[config.mk]
export PLATFORM = sky130hd
export DESIGN_NAME = pcm_peak_rms_meter
export DESIGN_NICKNAME = d
export VERILOG_FILES = /design/src/rtl/pprm_pkg.sv /design/src/rtl/pprm_ctrl.sv /design/src/rtl/pprm_dpath.sv /design/src/rtl/pcm_peak_rms_meter.sv
export SDC_FILE = /design/constraint.sdc
export NUM_CORES = 2
export LEC_CHECK = 0
export BUFFER_PORTS_ARGS = -buffer_cell sky130_fd_sc_hd__buf_2
export CAP_MARGIN = 15
export CORE_MARGIN = 10
export CORE_UTILIZATION = 60
export DETAILED_ROUTE_END_ITERATION = 16
export HOLD_SLACK_MARGIN = 0.06
export PLACE_DENSITY = 0.81
export SLEW_MARGIN = 25
export SYNTH_ARGS = -nofsm -noshare
export SYNTH_HDL_FRONTEND = slang
export SYNTH_SLANG_ARGS = --single-unit
[constraint.sdc]
create_clock -name clk -period 13.05 [get_ports clk]
set_input_delay 2.61 -clock clk [delete_from_list [all_inputs] [get_ports clk]]
set_output_delay 2.61 -clock clk [all_outputs]
set_load 0.01 [all_outputs]
[src/rtl/pprm_pkg.sv]
`default_nettype none

package pprm_pkg;

  // Fixed field widths of the stream and register words
  localparam int RMS_W   = 16;
  localparam int PEAK_W  = 16;
  localparam int TOTAL_W = 32;
  localparam int THR_W   = 16;
  localparam int KIND_W  = 2;
  localparam int SUM_W   = 64;

  // Defaults for the top-level parameters
  localparam int SAMPLE_W_DEF = 16;
  localparam int COUNT_W_DEF  = 32;

  // Iterative units: one quotient bit, then one root bit, per cycle
  localparam int DIV_STEPS  = SUM_W;
  localparam int ROOT_STEPS = SUM_W / 2;
  localparam int STEP_W     = $clog2(DIV_STEPS);

  localparam logic [SUM_W-1:0] ROOT_PROBE_INIT = {2'b01, {(SUM_W - 2){1'b0}}};
  localparam logic [RMS_W-1:0] RMS_MAX         = '1;

  // Word kinds on the input stream
  localparam logic [KIND_W-1:0] KIND_ADD    = 2'd0;
  localparam logic [KIND_W-1:0] KIND_CLEAR  = 2'd1;
  localparam logic [KIND_W-1:0] KIND_REPORT = 2'd2;

  // Configuration register map
  localparam int        APB_ADDR_W    = 3;
  localparam logic      REG_THRESHOLD = 1'b0;

  typedef struct packed {
    logic add_en;
    logic clear_en;
    logic div_load;
    logic div_step;
    logic root_load;
    logic root_step;
    logic out_write;
  } cmd_t;

  typedef struct packed {
    logic step_last;
  } stat_t;

endpackage

`default_nettype wire

[src/rtl/pprm_ctrl.sv]
`default_nettype none

module pprm_ctrl (
  input  wire logic                        clk,
  input  wire logic                        rst,
  input  wire logic                        s_tvalid,
  input  wire logic [pprm_pkg::KIND_W-1:0] kind,
  output logic                             s_tready,
  input  wire logic                        m_tready,
  output logic                             m_tvalid,
  input  wire pprm_pkg::stat_t             stat,
  output pprm_pkg::cmd_t                   cmd
);

  typedef enum logic [5:0] {
    S_IDLE  = 6'b000001,
    S_LOAD  = 6'b000010,
    S_DIV   = 6'b000100,
    S_RLOAD = 6'b001000,
    S_ROOT  = 6'b010000,
    S_OUT   = 6'b100000
  } state_t;

  state_t state;
  state_t state_next;
  logic   out_valid;
  logic   out_valid_next;
  logic   in_fire;
  logic   slot_free;

  assign s_tready  = (state == S_IDLE);
  assign in_fire   = s_tvalid && s_tready;
  assign slot_free = !out_valid || m_tready;
  assign m_tvalid  = out_valid;

  always_comb begin
    state_next = state;
    cmd        = '0;
    unique case (state)
      S_IDLE: begin
        cmd.add_en   = in_fire && (kind == pprm_pkg::KIND_ADD);
        cmd.clear_en = in_fire && (kind == pprm_pkg::KIND_CLEAR);
        if (in_fire && (kind == pprm_pkg::KIND_REPORT)) begin
          state_next = S_LOAD;
        end
      end
      S_LOAD: begin
        cmd.div_load = 1'b1;
        state_next   = S_DIV;
      end
      S_DIV: begin
        cmd.div_step = 1'b1;
        if (stat.step_last) begin
          state_next = S_RLOAD;
        end
      end
      S_RLOAD: begin
        cmd.root_load = 1'b1;
        state_next    = S_ROOT;
      end
      S_ROOT: begin
        cmd.root_step = 1'b1;
        if (stat.step_last) begin
          state_next = S_OUT;
        end
      end
      S_OUT: begin
        if (slot_free) begin
          cmd.out_write = 1'b1;
          state_next    = S_IDLE;
        end
      end
      default: begin
        state_next = S_IDLE;
      end
    endcase
  end

  always_comb begin
    out_valid_next = out_valid;
    if (cmd.out_write) begin
      out_valid_next = 1'b1;
    end else if (m_tready) begin
      out_valid_next = 1'b0;
    end
  end

  always_ff @(posedge clk) begin
    if (rst) begin
      state     <= S_IDLE;
      out_valid <= 1'b0;
    end else begin
      state     <= state_next;
      out_valid <= out_valid_next;
    end
  end

  // A report word always starts with the load cycle
  a_report_loads: assert property (@(posedge clk) disable iff (rst)
    (in_fire && (kind == pprm_pkg::KIND_REPORT)) |=> (state == S_LOAD))
    else $error("report word did not start the divider");

  // The square root runs only after a complete division
  a_root_after_div: assert property (@(posedge clk) disable iff (rst)
    (state == S_RLOAD) |-> ($past(state) == S_DIV) && $past(stat.step_last))
    else $error("root loaded before the quotient was finished");

  // A new result appears only out of the output state
  a_out_from_state: assert property (@(posedge clk) disable iff (rst)
    (out_valid && !$past(out_valid)) |-> ($past(state) == S_OUT))
    else $error("result word raised outside the output state");

  // A pending result is never overwritten
  a_no_overwrite: assert property (@(posedge clk) disable iff (rst)
    (state == S_OUT && out_valid && !m_tready) |=> (state == S_OUT))
    else $error("output state left while the result was stalled");

endmodule

`default_nettype wire

[src/rtl/pprm_dpath.sv]
`default_nettype none

module pprm_dpath #(
  parameter int SAMPLE_W = pprm_pkg::SAMPLE_W_DEF,
  parameter int COUNT_W  = pprm_pkg::COUNT_W_DEF
) (
  input  wire logic                         clk,
  input  wire logic                         rst,
  input  wire pprm_pkg::cmd_t               cmd,
  output pprm_pkg::stat_t                   stat,
  input  wire logic [SAMPLE_W-1:0]          sample,
  input  wire logic [pprm_pkg::THR_W-1:0]   threshold,
  output logic      [pprm_pkg::RMS_W-1:0]   rms_level,
  output logic      [pprm_pkg::PEAK_W-1:0]  peak_level,
  output logic      [pprm_pkg::TOTAL_W-1:0] sample_total,
  output logic                              is_silent
);

  localparam int SUM_W = pprm_pkg::SUM_W;
  localparam int SQ_W  = 2 * SAMPLE_W;
  localparam logic [COUNT_W-1:0] COUNT_MAX = '1;

  // Running metrics
  logic [SAMPLE_W-1:0] peak;
  logic [SUM_W-1:0]    sum;
  logic [COUNT_W-1:0]  count;

  // Square pipeline stage ahead of the accumulator
  logic [SQ_W-1:0]     square;
  logic                square_valid;
  logic [SAMPLE_W-1:0] mag;

  // Divider
  logic [COUNT_W-1:0]  div_rem;
  logic [SUM_W-1:0]    quo;
  logic [COUNT_W:0]    div_trial;
  logic [COUNT_W:0]    div_diff;
  logic                div_ge;

  // Square root
  logic [SUM_W-1:0]    root_rem;
  logic [SUM_W-1:0]    root_acc;
  logic [SUM_W-1:0]    probe;
  logic [SUM_W-1:0]    root_trial;
  logic                root_ge;

  logic [pprm_pkg::STEP_W-1:0] step_cnt;
  logic [pprm_pkg::RMS_W-1:0]  rms_sat;

  // -32768 negates to itself, which reads as 32768 unsigned
  assign mag = sample[SAMPLE_W-1] ? (~sample + SAMPLE_W'(1)) : sample;

  assign div_trial = {div_rem, quo[SUM_W-1]};
  assign div_ge    = (div_trial >= {1'b0, count});
  assign div_diff  = div_trial - {1'b0, count};

  assign root_trial = root_acc + probe;
  assign root_ge    = (root_rem >= root_trial);

  assign stat.step_last = (step_cnt == '0);

  always_comb begin
    if (count == '0) begin
      rms_sat = '0;
    end else if (root_acc > SUM_W'(pprm_pkg::RMS_MAX)) begin
      rms_sat = pprm_pkg::RMS_MAX;
    end else begin
      rms_sat = pprm_pkg::RMS_W'(root_acc);
    end
  end

  always_ff @(posedge clk) begin
    if (rst) begin
      peak         <= '0;
      sum          <= '0;
      count        <= '0;
      square_valid <= 1'b0;
    end else if (cmd.clear_en) begin
      peak         <= '0;
      sum          <= '0;
      count        <= '0;
      square_valid <= 1'b0;
    end else begin
      if (square_valid) begin
        sum <= sum + SUM_W'(square);
      end
      square_valid <= cmd.add_en;
      if (cmd.add_en) begin
        if (mag > peak) begin
          peak <= mag;
        end
        if (count != COUNT_MAX) begin
          count <= count + COUNT_W'(1);
        end
      end
    end
  end

  always_ff @(posedge clk) begin
    if (cmd.add_en) begin
      square <= SQ_W'(mag) * SQ_W'(mag);
    end
  end

  always_ff @(posedge clk) begin
    if (cmd.div_load) begin
      div_rem  <= '0;
      quo      <= sum;
      step_cnt <= pprm_pkg::STEP_W'(pprm_pkg::DIV_STEPS - 1);
    end else if (cmd.div_step) begin
      div_rem  <= div_ge ? div_diff[COUNT_W-1:0] : div_trial[COUNT_W-1:0];
      quo      <= {quo[SUM_W-2:0], div_ge};
      step_cnt <= step_cnt - pprm_pkg::STEP_W'(1);
    end else if (cmd.root_load) begin
      step_cnt <= pprm_pkg::STEP_W'(pprm_pkg::ROOT_STEPS - 1);
    end else if (cmd.root_step) begin
      step_cnt <= step_cnt - pprm_pkg::STEP_W'(1);
    end
  end

  always_ff @(posedge clk) begin
    if (cmd.root_load) begin
      root_rem <= quo;
      root_acc <= '0;
      probe    <= pprm_pkg::ROOT_PROBE_INIT;
    end else if (cmd.root_step) begin
      if (root_ge) begin
        root_rem <= root_rem - root_trial;
        root_acc <= (root_acc >> 1) + probe;
      end else begin
        root_acc <= root_acc >> 1;
      end
      probe <= probe >> 2;
    end
  end

  always_ff @(posedge clk) begin
    if (cmd.out_write) begin
      rms_level    <= rms_sat;
      peak_level   <= pprm_pkg::PEAK_W'(peak);
      sample_total <= pprm_pkg::TOTAL_W'(count);
      is_silent    <= (rms_sat < threshold);
    end
  end

endmodule

`default_nettype wire

[src/rtl/pcm_peak_rms_meter.sv]
// PCM peak and RMS level meter.
// Input stream (s_*): one word per item. s_tuser carries the kind: add a
// sample, clear the metrics, or report them; s_tdata carries the signed
// sample, used by add words only. Kind code 3 is dropped.
// Output stream (m_*): one word per report, with the RMS level, the peak
// magnitude, the saturating sample count and the silence flag in m_tuser.
// Add and clear words, taken one per cycle while idle, give no output word.
// A report runs a load step, the divider (one quotient bit of sum/count per
// cycle), a root load step and the square root (one root bit per cycle),
// then writes the output register; m_tvalid rises and the next input word
// can be taken in the cycle after that write. s_tready stays low meanwhile.
// A stalled receiver holds the result in the output register while adds
// and clears keep flowing; a following report waits in its output state.
// The silence threshold is set over the APB port at address 0.
// Reset (synchronous, active high) zeroes peak, sum, count and threshold.
`default_nettype none

module pcm_peak_rms_meter #(
  parameter int SAMPLE_W = pprm_pkg::SAMPLE_W_DEF,
  parameter int COUNT_W  = pprm_pkg::COUNT_W_DEF
) (
  input  wire logic                              clk,
  input  wire logic                              rst,
  // Input stream
  input  wire logic                              s_tvalid,
  output logic                                   s_tready,
  input  wire logic [((SAMPLE_W + 7) / 8)*8-1:0] s_tdata,  // sample
  input  wire logic [pprm_pkg::KIND_W-1:0]       s_tuser,  // kind
  // Output stream
  output logic                                   m_tvalid,
  input  wire logic                              m_tready,
  output logic [63:0]                            m_tdata,  // rms_level, peak_level, sample_total
  output logic [0:0]                             m_tuser,  // is_silent
  // Configuration
  input  wire logic                              psel,
  input  wire logic                              penable,
  input  wire logic                              pwrite,
  input  wire logic [pprm_pkg::APB_ADDR_W-1:0]   paddr,
  input  wire logic [31:0]                       pwdata,
  output logic [31:0]                            prdata,
  output logic                                   pready
);

  pprm_pkg::cmd_t  cmd;
  pprm_pkg::stat_t stat;

  logic [pprm_pkg::THR_W-1:0]   threshold;
  logic [pprm_pkg::RMS_W-1:0]   rms_level;
  logic [pprm_pkg::PEAK_W-1:0]  peak_level;
  logic [pprm_pkg::TOTAL_W-1:0] sample_total;
  logic                         is_silent;
  logic                         reg_hit;

  // Registers sit on word addresses; bit 2 picks the register
  assign reg_hit = (paddr[2] == pprm_pkg::REG_THRESHOLD);
  assign pready  = 1'b1;

  always_ff @(posedge clk) begin
    if (rst) begin
      threshold <= '0;
    end else if (psel && penable && pwrite && pready && reg_hit) begin
      threshold <= pwdata[pprm_pkg::THR_W-1:0];
    end
  end

  // Read back the threshold; unmapped addresses read zero
  always_comb begin
    prdata = '0;
    if (reg_hit) begin
      prdata = 32'(threshold);
    end
  end

  pprm_ctrl u_ctrl (
    .clk      (clk),
    .rst      (rst),
    .s_tvalid (s_tvalid),
    .kind     (s_tuser),
    .s_tready (s_tready),
    .m_tready (m_tready),
    .m_tvalid (m_tvalid),
    .stat     (stat),
    .cmd      (cmd)
  );

  pprm_dpath #(
    .SAMPLE_W (SAMPLE_W),
    .COUNT_W  (COUNT_W)
  ) u_dpath (
    .clk          (clk),
    .rst          (rst),
    .cmd          (cmd),
    .stat         (stat),
    .sample       (s_tdata[SAMPLE_W-1:0]),
    .threshold    (threshold),
    .rms_level    (rms_level),
    .peak_level   (peak_level),
    .sample_total (sample_total),
    .is_silent    (is_silent)
  );

  // Pack the result word, first field in the low bits
  assign m_tdata = {sample_total, peak_level, rms_level};
  assign m_tuser = is_silent;

endmodule

`default_nettype wire
==> results by group <==
Run status
  – Outcome: finished, final reports clean

Final layout
  – Combined area of the multi-input logic cells: 24,800 um^2
  – Final standard cell count with taps included and fillers excluded: about 5,400
  – Share of cells above drive strength 1: 8.23%
  – Area growth from synthesis to final layout: 7.58%
  – Utilization after layout: about two thirds
  – Number of antenna diodes: 0
  – Fill count: 5,238
  – Net count of the finished layout: 5,006
  – Footprint of the flip-flops and latches: 12,100 um^2

Yosys
  – FF+latch count, synth: 494
  – Total standard cell area after synthesis: approximately 40,000 um^2
  – Post-synthesis sequential area ratio: 31.0%
  – Most numerous cell types in the synthesized netlist: nand2_1 (441), inv_1 (380), nor2_1 (368)
  – Distinct cells, synth: 93
  – Cells taking the most area after synthesis: edfxtp_1 (17%), dfxtp_1 (14%), ha_1 (10%), fa_1 (8.5%), nand2_1 (4.2%)
  – Cell type with the largest total area after synthesis: edfxtp_1
  – Async set or reset register ratio after synthesis: 0%
  – Synthesis warning total: 0
  – Gate count of the mapped netlist: 4,439
  – Number of enable-type register cells in the synthesized netlist: roughly 220
  – Count leader, synth: nand2_1
  – Per-instance average area after synthesis: 8.82 um^2
  – Main flop type after synthesis: dfxtp_1
  – Share of the synthesized area in the top cell type: 17.2%

Setup path
  – Worst reg2reg startpoint: u_dpath.root_acc[4]$_SDFFE_PP0P_
  – Kind of capture point of the worst setup path: flop
  – R2r worst-path depth: 22
  – Largest stage delay, worst path: 0.55 ns
  – Critical path class: in -> reg
  – Required time of the critical path: around 13 ns
  – Slack of the worst reg-to-reg path: between 5 and 6 ns
  – Worst EP arrival: around 11 ns
  – Master of the slowest instance on the critical path: fa_1
  – Startpoint class of the critical path: primary input
  – CP most frequent cell: fa_1
  – Endpoint of the lowest-slack register-to-register path: u_dpath.root_rem[10]$_DFFE_PP_
  – Largest fanout on the critical path: 10
  – Worst setup path startpoint: s_tdata[0]

Clock network
  – CTS sink count: between 400 and 500
  – CTS Root Buffer Type: clkbuf_16
  – Maximum count of clock buffers along a single path: 3
  – Setup Fix Bufs, Post-CTS: 0
  – Number of gates given a new drive strength after cts: 0
  – Post-CTS Hold Buffers: 0
  – Number of buffers created by CTS: 55
  – Clock slew at the register clock pins of the worst setup and hold paths: around 0.06 ns
  – TritonCTS clock tree: built
  – Max H-tree Level: 2
  – Clock insertion delay at the later pin of the skew report: 0.63 ns

Power and ir drop
  – Switching power total: between 4000 and 5000 uW
  – Total power divided by cell area: 235 nW/um^2
  – Proportion of power drawn by flip-flops and latches: 20.8%
  – Part of the total power dissipated in combinational logic: 63.6%
  – Internal power component: around 5500 uW
  – Clock power share: approximately 16%
  – Final total power: 9910 uW
  – Switching part of the total power: around 44%
  – P_leak: 0.0175 uW
  – Peak supply drop: about 370 uV

STA
  – Shortest clock period the worst path allows after layout: 10.61 ns
  – Worst-case headroom to the max-slew limit: 32.2%
  – Hold Vio Cnt, Final: 0
  – Slew of the pin with the lowest slew margin: 1.00 ns
  – Sum Neg Setup Slack: 0 ns
  – Count of final setup violators: 0
  – RSZ-0062 raised after global routing: no
  – Number of max-slew violations in the final report: 0
  – Largest clock skew in the final design: 0.0178 ns
  – Min setup slack post-route: around 2.4 ns
  – Final period util: between 80 and 90%
  – Highest clock rate: 0.0942 GHz

Flow run
  – Count of maximum capacitance violations: 0

Min path
  – Hold Crit Endpoint: u_dpath.peak_level[7]$_DFFE_PP_
  – HP Start: u_dpath.peak[7]$_SDFFE_PP0P_
  – Min-Delay Path Depth: 0
  – Worst min path class: reg -> reg

Detailed routing
  – Post-route met1 wirelength: between 40 and 50 mm
  – Detailed-route DRC error count: 0
  – Aggregate routed wire length: 94.9 mm
  – 1st-iter DRT viols: 2,666
  – Post-DR vias/cell: 6.05
  – Met2 wire len: 43.6 mm
  – Post-detailed-route wirelength per cell: 17.7 um
  – Detailed-route via count: 32,373
  – Metal3 WL: approximately 5.7 mm
  – Post-route antenna net violation count: 0
  – Highest routed metal layer: met4
  – Drt pass-1 iters: 6

Die
  – Effective utilization at floorplan: about three fifths
  – Row Count: 93
  – DIE AREA: 75,800 um^2
  – Area of the core: 64,500 um^2
  – Horizontal die dimension: 275 um
  – I/O pin count: 160
  – Die height: 275 um

Placed design
  – Placed Cells: between 5,000 and 6,000
  – Number of I/O port buffers: 124
  – RePlAce Congestion: 0.946
  – Detailed placement HPWL: 70.8 mm
  – Worst setup timing slack at the placement stage: 1.91 ns

Global routing
  – Number of global-route vias before repair: around 31,000
  – Wire length of the first global-routing pass: 157 mm
  – Pin count of the biggest net entering global routing: 90
  – Global routing usage summed across all routing layers: roughly a quarter
  – Grt ovf: 0
  – Initial antenna violation count: 0
cells by family (layout without fill, tap and decap cells):
kind of cell               count (synthesis)  after routing  share of synthesized area, %
xor gates and xnor gates                 307            307                          6.87
adders and majority gates                493            493                          19.0
muxes                                    103            103                          2.83
other                                      2             28                        0.0192
buffers and inverters                    611            644                          6.12
and+or+nand+nor                         1345           1345                          16.2
DFF                                      494            494                          31.0
AOI/OAI and AO/OA                       1084           1084                          18.0
power groups by stage:
stage | logic [uW] | clock network, uW | registers (uW)
3_3_place_gp | 6050 | 0 | 2090
2_1_floorplan | 4980 | 0 | 2070
3_5_place_dp | 6200 | 0 | 2090
5_1_grt | 7160 | 1630 | 2070
4_1_cts | 6260 | 1570 | 2060
6_report | 6300 | 1540 | 2060
per-layer routing:
layer	vias to the layer above	track usage [%]
li1	15715	-
met1	15423	33.6
met2	1041	39.9
met3	194	3.29
met4	0	8.05
met5	-	0
how the worst max path moves through the flow:
stage                                   endpoint  slack [ns]
finish              u_dpath.square[31]$_DFFE_PP_        2.44
CTS                 u_dpath.square[31]$_DFFE_PP_        2.51
global route        u_dpath.square[31]$_DFFE_PP_        2.07
global placement    u_dpath.square[31]$_DFFE_PP_        2.02
detailed placement  u_dpath.square[31]$_DFFE_PP_        1.91
floorplan           u_dpath.square[31]$_DFFE_PP_        1.99
layout make-up:
| cell class | instances | area share, % |
|---|---|---|
| clock buffer | 67 | 3.60 |
| timing repair buffer | 156 | 2.05 |
| tap | 855 | 2.54 |
| multi-input combinational | 3360 | 58.9 |
| sequential | 494 | 28.8 |
| inverter | 386 | 3.44 |
| clock inverter | 35 | 0.684 |
worst max-delay path: cells and delay by family:
kind | cells | cell delay, ns
AO/OA/AOI/OAI | 9 | 2.10
XOR/XNOR | 2 | 0.30
adder cells (fa/ha/maj) | 8 | 3.51
buffers and inverters | 7 | 1.04
AND/OR/NAND/NOR | 5 | 1.42
sequential cells by signal, indices dropped and copies added, names as in the netlist:
name                  flops
u_ctrl.state              6
u_dpath.peak             16
u_dpath.square           31
u_dpath.probe            32
u_dpath.rms_level        16
u_dpath.count            32
threshold                16
u_dpath.root_rem         64
u_dpath.root_acc         64
u_ctrl.m_tvalid           1
u_dpath.quo              64
u_dpath.step_cnt          6
u_dpath.square_valid      1
u_dpath.peak_level       16
u_dpath.sum              64
u_dpath.div_rem          32
u_dpath.sample_total     32
u_dpath.is_silent         1
metrics by stage:
| step | instance area [um^2] | hold WS (ns) |
|---|---|---|
| after floorplan | 39200 | 0.406 |
| after CTS | 42100 | 0.434 |
| after global routing | 42100 | 0.447 |
| after global placement | 40300 | 0.417 |
| after detailed placement | 40300 | 0.421 |
| final | 42100 | 0.432 |
cells in the final DEF (no fill, tap or decap), types with 31 or more instances in the layout:
cell / synthesis / routed
a211oi_1: 37 / 37
a21o_1: 110 / 110
a21oi_1: 284 / 283
a22o_1: 40 / 40
a31oi_1: 79 / 79
and2_1: 35 / 35
and3_1: 33 / 33
buf_2: 13 / 124
buf_4: 17 / 31
clkbuf_16: 0 / 57
dfxtp_1: 270 / 269
edfxtp_1: 224 / 224
fa_1: 167 / 167
ha_1: 326 / 326
inv_1: 380 / 379
mux2_2: 61 / 61
mux2i_1: 42 / 42
nand2_1: 441 / 439
nand3_1: 121 / 121
nand4_1: 80 / 80
nor2_1: 368 / 367
nor2b_1: 41 / 40
nor3_1: 54 / 54
nor4_1: 33 / 33
o21a_1: 48 / 48
o21ai_0: 226 / 226
o21bai_1: 45 / 45
xnor2_1: 180 / 180
xor2_1: 127 / 127
(Power assumes the default switching activity.)
